$ cat config.mk
export PLATFORM = sky130hd
export DESIGN_NAME = utf8_stream_decoder_flat
export DESIGN_NICKNAME = d
export VERILOG_FILES = /design/src/u8dec_pkg.sv /design/src/u8dec_if.sv /design/src/u8dec_dec.sv /design/src/u8dec_rq.sv /design/src/utf8_stream_decoder.sv /design/src/flat_wrapper.sv
export SDC_FILE = /design/constraint.sdc
export NUM_CORES = 1
export LEC_CHECK = 0
export BUFFER_PORTS_ARGS = -buffer_cell sky130_fd_sc_hd__buf_2
export CAP_MARGIN = 5
export CORE_ASPECT_RATIO = 0.7
export CORE_UTILIZATION = 50
export CTS_CLUSTER_DIAMETER = 50
export DETAILED_ROUTE_END_ITERATION = 10
export GPL_ROUTABILITY_DRIVEN = 0
export PLACE_DENSITY = 0.68
export REMOVE_ABC_BUFFERS = 1
export SYNTH_ARGS = -nofsm -noshare
export SYNTH_HDL_FRONTEND = slang
export SYNTH_SLANG_ARGS = --single-unit
$ cat constraint.sdc
create_clock -name clk_i -period 9.4 [get_ports clk_i]
set_clock_uncertainty 0.1 [all_clocks]
set_input_delay 0 -clock clk_i [delete_from_list [all_inputs] [get_ports clk_i]]
set_output_delay 0 -clock clk_i [all_outputs]
set_load 0.01 [all_outputs]
$ cat src/u8dec_pkg.sv
// Package for the UTF-8 stream decoder: result kinds, widths and the
// result and decode structs shared by the decoder, the queue and the top level.
// No dependencies.
package u8dec_pkg;

  localparam int unsigned ByteW      = 8;
  localparam int unsigned CpW        = 31;
  localparam int unsigned RemW       = 3;
  localparam int unsigned QueueDepth = 4;

  typedef enum logic [1:0] {
    KIND_CP  = 2'd0,
    KIND_END = 2'd1,
    KIND_BAD = 2'd2
  } kind_e;

  typedef struct packed {
    logic [CpW-1:0] code_point;
    kind_e          kind;
    logic           last;
  } res_t;

  typedef struct packed {
    logic [1:0] num;
    res_t       first;
    res_t       second;
  } dec_out_t;

endpackage

$ cat src/u8dec_if.sv
// Valid/ready channel interfaces of the UTF-8 stream decoder: raw bytes in,
// decoded results out. Depends on u8dec_pkg.
interface u8dec_byte_if;
  logic       valid;
  logic       ready;
  logic [7:0] byte_value;

  modport source (output valid, output byte_value, input ready);
  modport sink   (input valid, input byte_value, output ready);
endinterface

interface u8dec_res_if;
  logic               valid;
  logic               ready;
  logic [30:0]        code_point;
  u8dec_pkg::kind_e   kind;
  logic               last;

  modport source (output valid, output code_point, output kind, output last, input ready);
  modport sink   (input valid, input code_point, input kind, input last, output ready);
endinterface

$ cat src/u8dec_dec.sv
// Byte decoder of the UTF-8 stream decoder: sequence state and the per-byte
// logic that yields zero, one or two results. Depends on u8dec_pkg.
module u8dec_dec (
  input  logic                          clk_i,
  input  logic                          rst_ni,
  input  logic                          accept_i,
  input  logic [7:0]                    byte_value_i,
  output u8dec_pkg::dec_out_t           dec_o
);
  import u8dec_pkg::*;

  logic [RemW-1:0] rem_q, rem_d;
  logic [CpW-1:0]  acc_q, acc_d;

  logic            s_emit;
  res_t            s_res;
  logic [RemW-1:0] s_rem;
  logic [CpW-1:0]  s_acc;
  logic [CpW-1:0]  acc_shift;

  // decode the byte as if no sequence were open
  always_comb begin
    s_emit = 1'b0;
    s_res  = '{code_point: '0, kind: KIND_BAD, last: 1'b1};
    s_rem  = '0;
    s_acc  = '0;
    unique case (byte_value_i) inside
      8'h00: begin
        s_emit      = 1'b1;
        s_res.kind  = KIND_END;
      end
      [8'h01:8'h7F]: begin
        s_emit           = 1'b1;
        s_res.kind       = KIND_CP;
        s_res.code_point = CpW'(byte_value_i);
      end
      [8'h80:8'hBF], 8'hFE, 8'hFF: begin
        s_emit     = 1'b1;
        s_res.kind = KIND_BAD;
      end
      [8'hC0:8'hDF]: begin
        s_rem = RemW'(1);
        s_acc = CpW'(byte_value_i[4:0]);
      end
      [8'hE0:8'hEF]: begin
        s_rem = RemW'(2);
        s_acc = CpW'(byte_value_i[3:0]);
      end
      [8'hF0:8'hF7]: begin
        s_rem = RemW'(3);
        s_acc = CpW'(byte_value_i[2:0]);
      end
      [8'hF8:8'hFB]: begin
        s_rem = RemW'(4);
        s_acc = CpW'(byte_value_i[1:0]);
      end
      [8'hFC:8'hFD]: begin
        s_rem = RemW'(5);
        s_acc = CpW'(byte_value_i[0]);
      end
      default: begin
        s_emit     = 1'b1;
        s_res.kind = KIND_BAD;
      end
    endcase
  end

  assign acc_shift = {acc_q[CpW-7:0], byte_value_i[5:0]};

  always_comb begin
    dec_o  = '{num: 2'd0,
               first: '{code_point: '0, kind: KIND_BAD, last: 1'b1},
               second: '{code_point: '0, kind: KIND_BAD, last: 1'b1}};
    rem_d  = rem_q;
    acc_d  = acc_q;
    if (accept_i) begin
      if (rem_q == '0) begin
        dec_o.num   = {1'b0, s_emit};
        dec_o.first = s_res;
        rem_d       = s_rem;
        acc_d       = s_acc;
      end else if (byte_value_i[7:6] == 2'b10) begin
        rem_d = rem_q - RemW'(1);
        if (rem_q == RemW'(1)) begin
          dec_o.num   = 2'd1;
          dec_o.first = '{code_point: acc_shift, kind: KIND_CP, last: 1'b1};
          acc_d       = '0;
        end else begin
          acc_d = acc_shift;
        end
      end else begin
        // cut short: flag it, then restart on this byte
        dec_o.first.last = ~s_emit;
        dec_o.second     = s_res;
        dec_o.num        = s_emit ? 2'd2 : 2'd1;
        rem_d            = s_rem;
        acc_d            = s_acc;
      end
    end
  end

  always_ff @(posedge clk_i or negedge rst_ni) begin
    if (!rst_ni) begin
      rem_q <= '0;
      acc_q <= '0;
    end else begin
      rem_q <= rem_d;
      acc_q <= acc_d;
    end
  end

endmodule

$ cat src/u8dec_rq.sv
// Result queue of the UTF-8 stream decoder: takes up to two results a cycle,
// hands one a cycle to the output while it is ready. Depends on u8dec_pkg.
module u8dec_rq #(
  parameter int unsigned Depth = u8dec_pkg::QueueDepth
) (
  input  logic                          clk_i,
  input  logic                          rst_ni,
  input  u8dec_pkg::dec_out_t           push_i,
  input  logic                          pop_i,
  output u8dec_pkg::res_t               head_o,
  output logic                          head_valid_o,
  output logic                          room_o,
  output logic [$clog2(Depth+1)-1:0]    level_o
);
  import u8dec_pkg::*;

  localparam int unsigned PtrW = (Depth > 1) ? $clog2(Depth) : 1;
  localparam int unsigned CntW = $clog2(Depth + 1);
  localparam logic [CntW-1:0] RoomMax = CntW'(Depth - 2);
  localparam logic [PtrW-1:0] PtrLast = PtrW'(Depth - 1);

  res_t            mem_q [Depth];
  logic [PtrW-1:0] wptr_q, wptr_d, rptr_q, rptr_d, wptr_nx;
  logic [CntW-1:0] level_q, level_d;

  function automatic logic [PtrW-1:0] ptr_inc(logic [PtrW-1:0] p);
    return (p == PtrLast) ? '0 : p + PtrW'(1);
  endfunction

  assign wptr_nx      = ptr_inc(wptr_q);
  assign head_o       = mem_q[rptr_q];
  assign head_valid_o = (level_q != '0);
  assign room_o       = (level_q <= RoomMax);
  assign level_o      = level_q;

  always_comb begin
    case (push_i.num)
      2'd1:    wptr_d = wptr_nx;
      2'd2:    wptr_d = ptr_inc(wptr_nx);
      default: wptr_d = wptr_q;
    endcase
    rptr_d  = pop_i ? ptr_inc(rptr_q) : rptr_q;
    level_d = level_q + CntW'(push_i.num) - CntW'(pop_i);
  end

  always_ff @(posedge clk_i) begin
    if (push_i.num != 2'd0) begin
      mem_q[wptr_q] <= push_i.first;
    end
    if (push_i.num == 2'd2) begin
      mem_q[wptr_nx] <= push_i.second;
    end
  end

  always_ff @(posedge clk_i or negedge rst_ni) begin
    if (!rst_ni) begin
      wptr_q  <= '0;
      rptr_q  <= '0;
      level_q <= '0;
    end else begin
      wptr_q  <= wptr_d;
      rptr_q  <= rptr_d;
      level_q <= level_d;
    end
  end

endmodule

$ cat src/utf8_stream_decoder.sv
// Top level of the UTF-8 stream decoder (1 to 6 byte sequences, 31-bit code points).
// Depends on u8dec_pkg, u8dec_if, u8dec_dec and u8dec_rq.
//
// in_byte carries one raw byte per item; out_res carries one result per item:
// code_point, kind (code point, end marker for a zero byte, invalid) and last,
// which marks the final result that one byte caused. Both use valid/ready.
// A byte is decoded in the cycle it is accepted and its results are written to
// the result queue, behind those held; out_res.valid is high in the next cycle.
// Lead and middle continuation bytes give no result, a cut-short sequence gives
// an invalid result followed by the result, if any, of the breaking byte.
// Throughput: one byte per cycle while in_byte.ready is high; out_res moves one
// result per cycle while the receiver is ready, so each result of a byte is its
// own transfer. in_byte.ready is high while the queue has room for two results
// (Depth - 2 or fewer held), so a stalled receiver holds the queue and, once it
// fills, holds in_byte. Reset clears the open sequence, the accumulator and the
// queue; nothing is lost or repeated across stalls on either side.
module utf8_stream_decoder #(
  parameter int unsigned QDepth = u8dec_pkg::QueueDepth
) (
  input  logic          clk_i,
  input  logic          rst_ni,
  u8dec_byte_if.sink    in_byte,
  u8dec_res_if.source   out_res
);
  import u8dec_pkg::*;

  localparam int unsigned CntW = $clog2(QDepth + 1);

  logic            accept;
  logic            pop;
  logic            room;
  logic            head_valid;
  logic [CntW-1:0] level;
  dec_out_t        dec_out;
  res_t            head;

  assign accept = in_byte.valid & in_byte.ready;
  assign pop    = out_res.valid & out_res.ready;

  u8dec_dec u_dec (
    .clk_i        (clk_i),
    .rst_ni       (rst_ni),
    .accept_i     (accept),
    .byte_value_i (in_byte.byte_value),
    .dec_o        (dec_out)
  );

  u8dec_rq #(
    .Depth (QDepth)
  ) u_rq (
    .clk_i        (clk_i),
    .rst_ni       (rst_ni),
    .push_i       (dec_out),
    .pop_i        (pop),
    .head_o       (head),
    .head_valid_o (head_valid),
    .room_o       (room),
    .level_o      (level)
  );

  assign in_byte.ready      = room;
  assign out_res.valid      = head_valid;
  assign out_res.code_point = head.code_point;
  assign out_res.kind       = head.kind;
  assign out_res.last       = head.last;

  a_two_results_bad_first: assert property (@(posedge clk_i) disable iff (!rst_ni)
    dec_out.num == 2'd2 |-> dec_out.first.kind == KIND_BAD && !dec_out.first.last
                            && dec_out.second.last)
    else $error("two results without a leading invalid");

  a_push_shows: assert property (@(posedge clk_i) disable iff (!rst_ni)
    accept && dec_out.num != 2'd0 |=> out_res.valid)
    else $error("decoded result not presented");

  a_level_bound: assert property (@(posedge clk_i) disable iff (!rst_ni)
    level <= CntW'(QDepth))
    else $error("result queue overflow");

  a_cp_zero: assert property (@(posedge clk_i) disable iff (!rst_ni)
    out_res.valid && out_res.kind != KIND_CP |-> out_res.code_point == '0)
    else $error("nonzero code point on a marker");

endmodule

$ cat src/flat_wrapper.sv
// flat-port wrapper written by rule: the top's interface ports become plain ports
module utf8_stream_decoder_flat import u8dec_pkg::*;
#(
  parameter int unsigned QDepth = u8dec_pkg::QueueDepth
)
  (clk_i, rst_ni, in_byte_valid, in_byte_byte_value, in_byte_ready, out_res_valid, out_res_code_point, out_res_kind, out_res_last, out_res_ready);
  u8dec_byte_if in_byte_i ();
  u8dec_res_if out_res_i ();
  input  logic clk_i;
  input  logic rst_ni;
  input wire logic [$bits(in_byte_i.valid)-1:0] in_byte_valid;
  input wire logic [$bits(in_byte_i.byte_value)-1:0] in_byte_byte_value;
  output wire logic [$bits(in_byte_i.ready)-1:0] in_byte_ready;
  output wire logic [$bits(out_res_i.valid)-1:0] out_res_valid;
  output wire logic [$bits(out_res_i.code_point)-1:0] out_res_code_point;
  output wire logic [$bits(out_res_i.kind)-1:0] out_res_kind;
  output wire logic [$bits(out_res_i.last)-1:0] out_res_last;
  input wire logic [$bits(out_res_i.ready)-1:0] out_res_ready;
  assign in_byte_i.valid = in_byte_valid;
  assign in_byte_i.byte_value = in_byte_byte_value;
  assign in_byte_ready = in_byte_i.ready;
  assign out_res_valid = out_res_i.valid;
  assign out_res_code_point = out_res_i.code_point;
  assign out_res_kind = out_res_i.kind;
  assign out_res_last = out_res_i.last;
  assign out_res_i.ready = out_res_ready;
  utf8_stream_decoder #(.QDepth(QDepth)) u_core (.clk_i(clk_i), .rst_ni(rst_ni), .in_byte(in_byte_i), .out_res(out_res_i));
endmodule
## Word level (Yosys, flattened, before mapping)

Memory sizes are Yosys's and may differ from the RTL's.
Index checks and enable logic that the tools add are counted.
W data, S select, Z words.

- Register bits: 35
- RAM bits: 136
- Output and inout port bits: 36
- Memories kept: 1

Memory list:

| name | depth | bits a word | rd ports | clocked after Yosys merged registers in | wr ports | line | RTL |
|---|---|---|---|---|---|---|---|
| u_core.u_rq.mem_q | 4 | 34 | 1 | 0 | 2 | u8dec_rq.sv:22 | `res_t mem_q [Depth];` |

- Add/subtract/negate cells: 6
- Magnitude comparators: 13
- Eq/ne operators: 7
- Muxes and demuxes: 27
- Bitwise operators: 2
- Reductions and logical operators: 12

Operators by type and width:

| operator | number |
|---|---|
| $mux W25 | 3 |
| $mux W70 | 1 |
| $mux W34 | 2 |
| $ge A8 B8 Y1 const B | 5 |
| $le A8 B8 Y1 const B | 5 |
| $mux W36 | 1 |
| $mux W35 | 1 |
| $mux W33 | 1 |
| $pmux W5 S5 | 1 |
| $pmux W3 S5 | 1 |
| $eq A2 B2 Y1 const B | 5 |
| $mux W2 | 5 |
| $ge A8 B1 Y1 const B | 1 |
| $le A8 B7 Y1 const B | 1 |
| $logic_not A8 Y1 | 1 |
| $mux W8 | 1 |
| $pmux W2 S2 | 2 |
| $add A2 B1 Y2 const B | 3 |
| $logic_and A1 B1 Y1 | 6 |
| $mux W1 | 6 |
| $mux W3 | 2 |
| $reduce_or A5 Y1 | 1 |
| $reduce_bool A2 Y1 | 2 |
| $add A3 B2 Y3 | 1 |
| other kinds (8) | 9 |

## Depth between registers and ports, before layout

Gate-level depths: netlist (run 1).

- Depth after elaboration: 10
- Mapped depth: 13

## Cells and area by module

Synthesis (run 1) repeated with hierarchy kept, for this count alone.

- Cell total of the unflattened synthesis: 591
- Area, all modules: 9047.4 um2

By module, submodules not included:

| module | instances | cells an instance | area an instance (um2) | sequential area each (um2) |
|---|---|---|---|---|
| u8dec_rq | 1 | 384 | 7169.4 | 4259.1 |
| u8dec_dec | 1 | 205 | 1865.5 | 700.7 |
| utf8_stream_decoder | 1 | 2 | 12.5 | 0.0 |

## Worst setup path after synthesis (run 1)

Ideal clock, no wire load.

- Path kind: reg-to-reg
- Start: register u_core.u_dec.rem_q[0]
- End: memory u_core.u_rq.mem_q[1][3] (netlist name) (data pin)
- Arrival time: 2746 ps
- Required time: 9033 ps
- Setup slack: 6287 ps
- Stages on the path, launching flop included: 13
- Buffers on the path: 3
- Path through: dfrtp_1 inv_1 ha_1 nor2b_1 clkbuf_1 a21oi_1 o21ai_0 ha_1 clkbuf_1 buf_1 a21oi_1 o211ai_2 a21boi_0

RTL lines:

| item | line | RTL |
|---|---|---|
| start: declaration | u8dec_dec.sv:12 | `logic [RemW-1:0] rem_q, rem_d;` |
| start signal: assignment | u8dec_dec.sv:107 | `rem_q <= rem_d;` |
| end: declaration | u8dec_rq.sv:22 |  |

==> metrics, run 1 <==
CTS Buf Count 17; Seq/Total Area, Yosys 54.3%; Ant. Diodes 0; clk buf depth 2; PortBufs 47; Worst R2R Path Depth 9; Max Clk Rate 245 MHz; Crit. End Element register; Pwr Total 2.21 mW; Top Family by Delay on Critical Path simple AND/OR/NAND/NOR gates; via/cell ratio 6.31; DRT Wirelength 17.6 mm; RR Endpoint u_core.u_rq.mem_q[3][10]; DR vias 5159; area leader, netlist dfxtp_1; Die Width 147 um; largest net degree at the start of global routing 38; design area 0.00845 mm2; Initial DRC Count 486; Clk pin slew, worst setup/hold paths 0.07 ns; Crit Path Class register to register; fin cells 817; via count of the first global-routing pass 5136; Starting Density 52.1%; final setup violation count 0; Skew-Pair Late Insertion Delay 0.42 ns; ys flop type dfxtp_1; Hold Vio Cnt, Final 0; DP Area 0.00772 mm2; Worst-Margin Slew 1.17 ns; Congestion Overflow GR 0; H-tree lvl count 4; Seq cells post-synth 171; worst vdd ir 198 uV; Tightest Hold Check Type input port to async pin; RSZ-0062 raised after global routing false; slack of the worst reg-to-reg path 5.32 ns; pre-CTS setup slack 5.39 ns; setup bufs post-CTS 0; type of origin of the critical path register; CP Data Arrival Time 4.26 ns; P_leak 3.38 nW; Post-Syn Area 0.00736 mm2; Area growth, synth to finish 14.8%; reg2reg start u_core.u_dec.rem_q[0]; final-stage net count 642; Critical Path RT 9.58 ns; Pre-Repair DR Iteration Count 5; worst path bufs/invs 1; clk sink count 171; EDFF count, synth 40; Synth Warn # 0; cell count after synthesis 567; Wirelength per Cell 21.6 um; Min Hold Slack 0.134 ns; initial antenna violation count 0; WP depth 9; critical-path maximum fanout 24; setup TNS 0 ns; crit-path cells inv_1 -> ha_1 -> nor2b_1 -> a211oi_2 -> ha_1 -> nand2_1 -> nand2_1 -> nor3_4 -> and2_1; crit-path max cell delay 0.87 ns; DP HPWL 11.1 mm; # DRC 0; Placed Instances 772; Total GRT Usage 24.5%; Netlist cell types 51; Setup WS post-layout 5.32 ns; root buffer cell clkbuf_16; Synth async-reset ratio 20.5%; Core Util, Final 59.7%; total core area 0.0141 mm2; Max-Slew Margin vs Limit 21.6%; Max Cap Violations 0; Worst path slowest cell nor3_4; syn_area_per_cell 13.0 um2; outcome complete, no violations; Tmin final 4.08 ns; Rows 36; Power per Cell Area 261 mW/mm2; period utilization 43.4%; TritonCTS clock tree yes; Final ANT Viol Nets 0; die footprint 0.0152 mm2; Area contributors post-synth dfxtp_1, edfxtp_1, a22o_1, dfrtp_1, mux4_2; first-pass GRT wire length 28.5 mm; share of the synthesized area in the top cell type 26.1%; I/O pins 48; Die Y 104 um; Slew Limit Fails 0; fraction of layout cells with a size suffix above 1 22.6%
==> logic make-up (layout without fill, tap and decap cells) <==
| logic type | after synthesis | count (layout) | share of synthesized area, % |
|---|---|---|---|
| flops | 171 | 171 | 54.3 |
| compound gates | 195 | 195 | 21.4 |
| mux | 36 | 36 | 10.7 |
| buf+inv | 58 | 118 | 3.47 |
| fa+ha+maj | 16 | 16 | 2.82 |
| simple gates | 88 | 88 | 6.92 |
| xor+xnor | 3 | 3 | 0.357 |
==> worst max-delay path by stage <==
stage / endpoint / from / slack [ns]
after CTS: u_core.u_rq.mem_q[0][10] / u_core.u_dec.rem_q[0] / 5.36
after detailed placement: u_core.u_rq.mem_q[3][10] / u_core.u_dec.rem_q[0] / 5.39
after global placement: u_core.u_rq.mem_q[3][1] / u_core.u_dec.rem_q[0] / 5.52
after global routing: u_core.u_rq.mem_q[1][10] / u_core.u_dec.rem_q[0] / 4.98
after floorplan: u_core.u_rq.mem_q[3][10] / u_core.u_dec.rem_q[0] / 5.57
final: u_core.u_rq.mem_q[3][10] / u_core.u_dec.rem_q[0] / 5.32
==> placed cells by master (no fill, tap or decap), types with 2 or more instances in the layout <==
master and n:
o32ai_1 3, buf_4 7, xnor2_1 3, nor3_4 4, a211oi_2 2, a21oi_2 4
buf_2 47, a22o_1 112, inv_6 5, mux4_2 34, ha_1 15, o211ai_2 4
a221o_1 2, o22ai_1 8, inv_2 2, a21o_1 2, nor2b_1 6, clkinv_8 2
clkbuf_16 17, dfxtp_1 96, and2_1 4, nor4_1 2, dfrtp_1 34, clkinv_4 3
nand2b_1 7, nor3_1 3, nor2_1 20, a2bb2oi_1 4, dlygate4sd3_1 13, inv_8 3
a21oi_1 20, edfxtp_1 40, a21boi_0 19, inv_1 17, o21ai_0 8, nand3_1 10
nand2_1 23
==> layout make-up <==
cell class	count	area [um2]
fillers	1136	5690
flip-flops and latches	171	4000
multi-input cells	338	3120
clock buffers	17	425
repair buffers	67	418
well taps	190	238
clock inverters	15	174
inverters	19	71.3
==> state kept, by name (all words and copies together) (netlist names) <==
name / count
u_core.u_rq.mem_q: 136
u_core.u_dec.acc_q: 25
u_core.u_dec.rem_q: 3
u_core.u_rq.level_o: 3
u_core.u_rq.rptr_q: 2
u_core.u_rq.wptr_q: 2
==> metal layers <==
layer	share of wire [%]	GRT usage [%]	wire length, um
met5	0	0	0
met2	45	34.6	7960
met3	7.8	5.86	1380
met1	46	37.0	8100
met4	1.2	7.58	214
==> Yosys cell counts (all sizes together) (2+ instances only) <==
master	number
o22ai	8
dfrtp	35
a211oi	3
o32ai	3
a2bb2oi	4
dfxtp	96
inv	19
nand2	24
edfxtp	40
xnor2	3
a21oi	24
ha	15
nand2b	7
o211ai	4
nand3	11
clkbuf	19
nor4	3
buf	20
a21o	2
mux4	34
nor3	7
and2	4
a21boi	20
a221o	2
nor2	20
a22o	112
nor2b	6
o21ai	8
==> repair_timing <==
| item | 4_1_cts | 5_1_grt |
|---|---|---|
| hold buffers | 13 | 0 |
| hold endpoints to repair | 70 | 0 |
| resized for setup | 0 | 0 |
==> power breakdown <==
group,switching (mW),internal [mW]
logic,0.375,0.234
clock network,0.325,0.380
registers,0.0647,0.827
total,0.764,1.44
(Power assumes the default switching activity.)
==> run 2: changes to the inputs <==
==> constraint.sdc (replaced) <==
create_clock -name clk_i -period 3.8 [get_ports clk_i]
set_clock_uncertainty 0.1 [all_clocks]
set_input_delay 0 -clock clk_i [delete_from_list [all_inputs] [get_ports clk_i]]
set_output_delay 0 -clock clk_i [all_outputs]
set_load 0.01 [all_outputs]
==> metrics, run 2 (synthesis results as in run 1) <==
outcome complete, no violations (unchanged); total core area 0.0141 mm2 (unchanged); Ant. Diodes 0 (unchanged); RSZ-0062 raised after global routing false (unchanged); Crit Path Class register to register (unchanged); Starting Density 52.1% (unchanged); Max Clk Rate 287 MHz (was 245 MHz); reg2reg start u_core.u_dec.rem_q[0] (unchanged); DP HPWL 11.6 mm (was 11.1 mm); Worst-Margin Slew 1.03 ns (was 1.17 ns); Worst path slowest cell nor3_4 (unchanged); period utilization 91.8% (was 43.4%); worst path bufs/invs 2 (was 1); clk sink count 171 (unchanged); P_leak 3.41 nW (was 3.38 nW); Final ANT Viol Nets 0 (unchanged); largest net degree at the start of global routing 36 (was 38); PortBufs 47 (unchanged); root buffer cell clkbuf_16 (unchanged); crit-path cells inv_1 -> ha_1 -> nor2b_1 -> a211oi_2 -> inv_1 -> ha_1 -> nor2b_1 -> nand2_1 -> nor3_4 -> and2_1 (was inv_1 -> ha_1 -> nor2b_1 -> a211oi_2 -> ha_1 -> nand2_1 -> nand2_1 -> nor3_4 -> and2_1); Setup WS post-layout 0.311 ns (was 5.32 ns); Area growth, synth to finish 15.8% (was 14.8%); most frequent cells in the layout a22o_1, dfxtp_1, buf_2 (unchanged); WP depth 10 (was 9); Total GRT Usage 24.8% (was 24.5%); Rows 36 (unchanged); first-pass GRT wire length 29.2 mm (was 28.5 mm); max reg flops 136 (unchanged); critical-path maximum fanout 24 (unchanged); Hold Vio Cnt, Final 0 (unchanged); Wirelength per Cell 21.9 um (was 21.6 um); fraction of layout cells with a size suffix above 1 23.3% (was 22.6%); fin cells 825 (was 817); Die Y 104 um (unchanged); final-stage net count 650 (was 642); Core Util, Final 60.3% (was 59.7%); via/cell ratio 6.34 (was 6.31); CP Data Arrival Time 3.68 ns (was 4.26 ns); post-cts sizing count 0 (unchanged); Min Hold Slack 0.114 ns (was 0.134 ns); Crit. End Element register (unchanged); Skew-Pair Late Insertion Delay 0.43 ns (was 0.42 ns); DR vias 5234 (was 5159); commonest non-fill, non-tap cell in the layout a22o_1 (unchanged); pre-CTS setup slack 0.332 ns (was 5.39 ns); Clk pin slew, worst setup/hold paths 0.07 ns (about the same); via count of the first global-routing pass 5377 (was 5136); RR Endpoint u_core.u_rq.mem_q[1][10] (was u_core.u_rq.mem_q[3][10]); die footprint 0.0152 mm2 (unchanged); # DRC 0 (unchanged); Tmin final 3.49 ns (was 4.08 ns); crit-path max cell delay 0.79 ns (was 0.87 ns); Placed Instances 778 (was 772); Die Width 147 um (unchanged); Top Family by Delay on Critical Path simple AND/OR/NAND/NOR gates (unchanged); clk buf depth 2 (unchanged); TritonCTS clock tree yes (unchanged); I/O pins 48 (unchanged); Initial DRC Count 525 (was 486); setup bufs post-CTS 0 (unchanged); H-tree lvl count 4 (unchanged); initial antenna violation count 0 (unchanged); Pre-Repair DR Iteration Count 5 (unchanged); CTS Buf Count 17 (unchanged); largest register by flop count u_core.u_rq.mem_q (unchanged); final setup violation count 0 (unchanged); Tightest Hold Check Type input port to async pin (unchanged); Worst R2R Path Depth 10 (was 9); type of origin of the critical path register (unchanged); DRT Wirelength 18.1 mm (was 17.6 mm); Critical Path RT 4.00 ns (was 9.58 ns); slack of the worst reg-to-reg path 0.31 ns (was 5.32 ns); worst vdd ir 393 uV (was 198 uV); Congestion Overflow GR 0 (unchanged); Regs by FF count u_core.u_rq.mem_q (136), u_core.u_dec.acc_q (25) (unchanged); Power per Cell Area 647 mW/mm2 (was 261 mW/mm2); Max-Slew Margin vs Limit 31.1% (was 21.6%); Slew Limit Fails 0 (unchanged); Max Cap Violations 0 (unchanged)
-- run 2: power by group --
group	leakage (nW)	total (mW)	internal, mW	switching, mW
clock	0.286	1.76	0.968	0.794
sequential	1.62	2.25	2.04	0.211
combinational	1.51	1.50	0.600	0.898
total	3.41	5.51	3.61	1.90
-- run 2: metal layers --
| layer | up-vias | track usage [%] | part of all wire (%) |
|---|---|---|---|
| li1 | 2320 | - | - |
| met2 | 232 | 37.4 | 46 |
| met3 | 27 | 5.33 | 7.4 |
| met4 | 0 | 6.92 | 1.3 |
| met1 | 2655 | 36.2 | 46 |
| met5 | - | 0 | 0 |
-- run 2: cell type report --
cell class | count | area, um2
fill | 1105 | 5620
tap | 190 | 238
clock buffer | 18 | 450
inverter | 19 | 71.3
multi-input combinational | 338 | 3120
sequential | 171 | 4000
timing repair buffer | 75 | 495
clock inverter | 14 | 149
-- run 2: what timing repair did --
item                                    in CTS  in global routing
hold buffers                                15                  0
endpoints found under the setup margin       0                  0
hold endpoints to repair                    70                  0
-- run 2: metrics by stage --
stage	power, mW	TNS, ns	area [um2]
6_report	5.51	0	8530
3_3_place_gp	3.69	0	7780
2_1_floorplan	3.23	-0.966	7180
3_5_place_dp	3.75	0	7780
5_1_grt	5.76	0	8530
4_1_cts	5.51	0	8530
-- run 2: worst max path at each step --
stage,startpoint,endpoint,slack [ns]
floorplan,u_core.u_dec.rem_q[0],u_core.u_rq.mem_q[3][10],-0.03
global placement,u_core.u_dec.rem_q[0],u_core.u_rq.mem_q[1][10],0.51
detailed placement,u_core.u_dec.rem_q[0],u_core.u_rq.mem_q[1][10],0.33
CTS,u_core.u_dec.rem_q[0],u_core.u_rq.mem_q[1][10],0.32
global route,u_core.u_dec.rem_q[0],u_core.u_rq.mem_q[1][10],0.05
finish,u_core.u_dec.rem_q[0],u_core.u_rq.mem_q[1][10],0.31
==> run 3: changes to the inputs <==
==> constraint.sdc (replaced) <==
create_clock -name clk_i -period 4 [get_ports clk_i]
set_clock_uncertainty 0.1 [all_clocks]
set_input_delay 0 -clock clk_i [delete_from_list [all_inputs] [get_ports clk_i]]
set_output_delay 0 -clock clk_i [all_outputs]
set_load 0.01 [all_outputs]
==> metrics, run 3 (synthesis results as in run 1) <==
Total GRT Usage 24.6% (was 24.8%); Max Cap Violations 0 (unchanged); PortBufs 47 (unchanged); initial antenna violation count 0 (unchanged); Rows 36 (unchanged); H-tree lvl count 4 (unchanged); Die Y 104 um (unchanged); fraction of layout cells with a size suffix above 1 23.0% (was 23.3%); clk buf depth 2 (unchanged); final setup violation count 0 (unchanged); Tmin final 3.74 ns (was 3.49 ns); area of the multi-input gates 0.00312 mm2 (unchanged); Skew-Pair Late Insertion Delay 0.43 ns (about the same); Top Family by Delay on Critical Path simple AND/OR/NAND/NOR gates (unchanged); Max-Slew Margin vs Limit 18.8% (was 31.1%); Congestion Overflow GR 0 (unchanged); Worst-Margin Slew 1.21 ns (was 1.03 ns); Initial DRC Count 484 (was 525); post-cts sizing count 0 (unchanged); Crit. End Element register (unchanged); die footprint 0.0152 mm2 (unchanged); Starting Density 52.1% (unchanged); setup bufs post-CTS 0 (unchanged); hold buffers post-CTS 17 (was 15); period utilization 93.4% (was 91.8%); Pre-Repair DR Iteration Count 5 (unchanged); max reg flops 136 (unchanged); commonest non-fill, non-tap cell in the layout a22o_1 (unchanged); DR vias 5223 (was 5234); Area growth, synth to finish 16.9% (was 15.8%); largest net degree at the start of global routing 36 (unchanged); total core area 0.0141 mm2 (unchanged); final-stage net count 653 (was 650); Max Clk Rate 268 MHz (was 287 MHz); first-pass GRT wire length 28.7 mm (was 29.2 mm); via count of the first global-routing pass 5255 (was 5377); worst vdd ir 406 uV (was 393 uV); outcome complete, no violations (unchanged); Wirelength per Cell 21.6 um (was 21.9 um); Power per Cell Area 626 mW/mm2 (was 647 mW/mm2); Min Hold Slack 0.114 ns (about the same); via/cell ratio 6.31 (was 6.34); Regs by FF count u_core.u_rq.mem_q (136), u_core.u_dec.acc_q (25) (unchanged); I/O pins 48 (unchanged); worst path bufs/invs 3 (was 2); root buffer cell clkbuf_16 (unchanged); # DRC 0 (unchanged); most frequent cells in the layout a22o_1, dfxtp_1, buf_2 (unchanged); DP HPWL 11.0 mm (was 11.6 mm); Final ANT Viol Nets 0 (unchanged); Hold Vio Cnt, Final 0 (unchanged); Slew Limit Fails 0 (unchanged); Clk pin slew, worst setup/hold paths 0.07 ns (about the same); critical-path maximum fanout 14 (was 24); Crit Path Class register to register (unchanged); setup TNS 0 ns (unchanged); Core Util, Final 60.9% (was 60.3%); DRT Wirelength 17.9 mm (was 18.1 mm); Setup WS post-layout 0.264 ns (was 0.311 ns); Worst path slowest cell nor2b_1 (was nor3_4); pre-CTS setup slack 0.408 ns (was 0.332 ns); register area 0.00400 mm2 (unchanged); Critical Path RT 4.27 ns (was 4.00 ns); clk sink count 171 (unchanged); Tightest Hold Check Type input port to async pin (unchanged); largest register by flop count u_core.u_rq.mem_q (unchanged); type of origin of the critical path register (unchanged); Die Width 147 um (unchanged); Ant. Diodes 0 (unchanged); RSZ-0062 raised after global routing false (unchanged); met3 WL 1.33 mm (was 1.34 mm); wire length on met2 7.98 mm (was 8.24 mm); crit-path max cell delay 0.56 ns (was 0.79 ns); CP Data Arrival Time 4.01 ns (was 3.68 ns); TritonCTS clock tree yes (unchanged); Max Used Layer met4 (unchanged); layout filler cell count 1121 (was 1105); CTS Buf Count 17 (unchanged); P_leak 3.47 nW (was 3.41 nW); wl on met1 8.20 mm (was 8.23 mm); crit-path cells inv_1 -> ha_1 -> nor2b_1 -> a211oi_2 -> ha_1 -> buf_4 -> nand2_1 -> nand2_1 -> nor3_4 -> buf_4 -> a22o_1 (was inv_1 -> ha_1 -> nor2b_1 -> a211oi_2 -> inv_1 -> ha_1 -> nor2b_1 -> nand2_1 -> nor3_4 -> and2_1)
-- run 3: changes by cell type in the layout (fill, tap and decap cells not counted), sizes merged, moves of 2 or more --
cell / previous run / this run
bufinv: 1 / 4
clkbuf: 18 / 23
clkinvlp: 3 / 0
dlygate4sd3: 15 / 17
inv: 27 / 21
-- run 3: metrics by stage --
stage / cells / power [mW] / instance area (um2)
2_1_floorplan: 528 / 3.07 / 7180
3_3_place_gp: 779 / 3.53 / 7770
3_5_place_dp: 779 / 3.57 / 7770
4_1_cts: 828 / 5.41 / 8610
5_1_grt: 828 / 5.63 / 8610
6_report: 828 / 5.39 / 8610
-- run 3: layout make-up --
class	count	area share, %
Inverter	19	0.829
Clock buffer	23	5.93
Timing Repair Buffer	78	5.93
Clock inverter	9	1.77
Tap cell	190	2.76
Sequential cell	171	46.5
Multi-Input combinational cell	338	36.3
-- run 3: path summary, 6_finish.rpt --
kind / from / to / slack (ns) / depth (start not counted)
worst min-delay path: rst_ni / u_core.u_rq.wptr_q[1] / 0.11 / 2
worst max-delay path: u_core.u_dec.rem_q[0] / u_core.u_rq.mem_q[3][23] / 0.26 / 11
worst max register to register: u_core.u_dec.rem_q[0] / u_core.u_rq.mem_q[3][23] / 0.26 / 11
max in group asynchronous: rst_ni / u_core.u_rq.rptr_q[0] / 3.10 / 2
worst min register to register: u_core.u_rq.mem_q[2][31] / u_core.u_rq.mem_q[2][31] / 0.37 / 1
min in group clk_i: u_core.u_rq.mem_q[2][31] / u_core.u_rq.mem_q[2][31] / 0.37 / 1
-- run 3: routing by layer --
layer	vias up	global-route usage [%]
li1	2323	-
met1	2652	36.2
met2	213	35.3
met3	35	5.77
met4	0	8.84
met5	-	0
-- run 3: power breakdown --
part           leakage [nW]  internal (mW)  total (mW)  switching [mW]
logic                  1.52          0.584        1.46           0.873
registers              1.62           1.94        2.10           0.157
clock network         0.328           1.16        1.83           0.674
total                  3.47           3.68        5.39            1.70
-- run 3: worst reg2reg max path: stages (launching register included) --
cell	delay, ns
dfrtp_1	0.38
inv_1	0.12
ha_1	0.32
nor2b_1	0.56
a211oi_2	0.20
ha_1	0.35
buf_4	0.23
nand2_1	0.16
nand2_1	0.16
nor3_4	0.55
buf_4	0.36
a22o_1	0.18
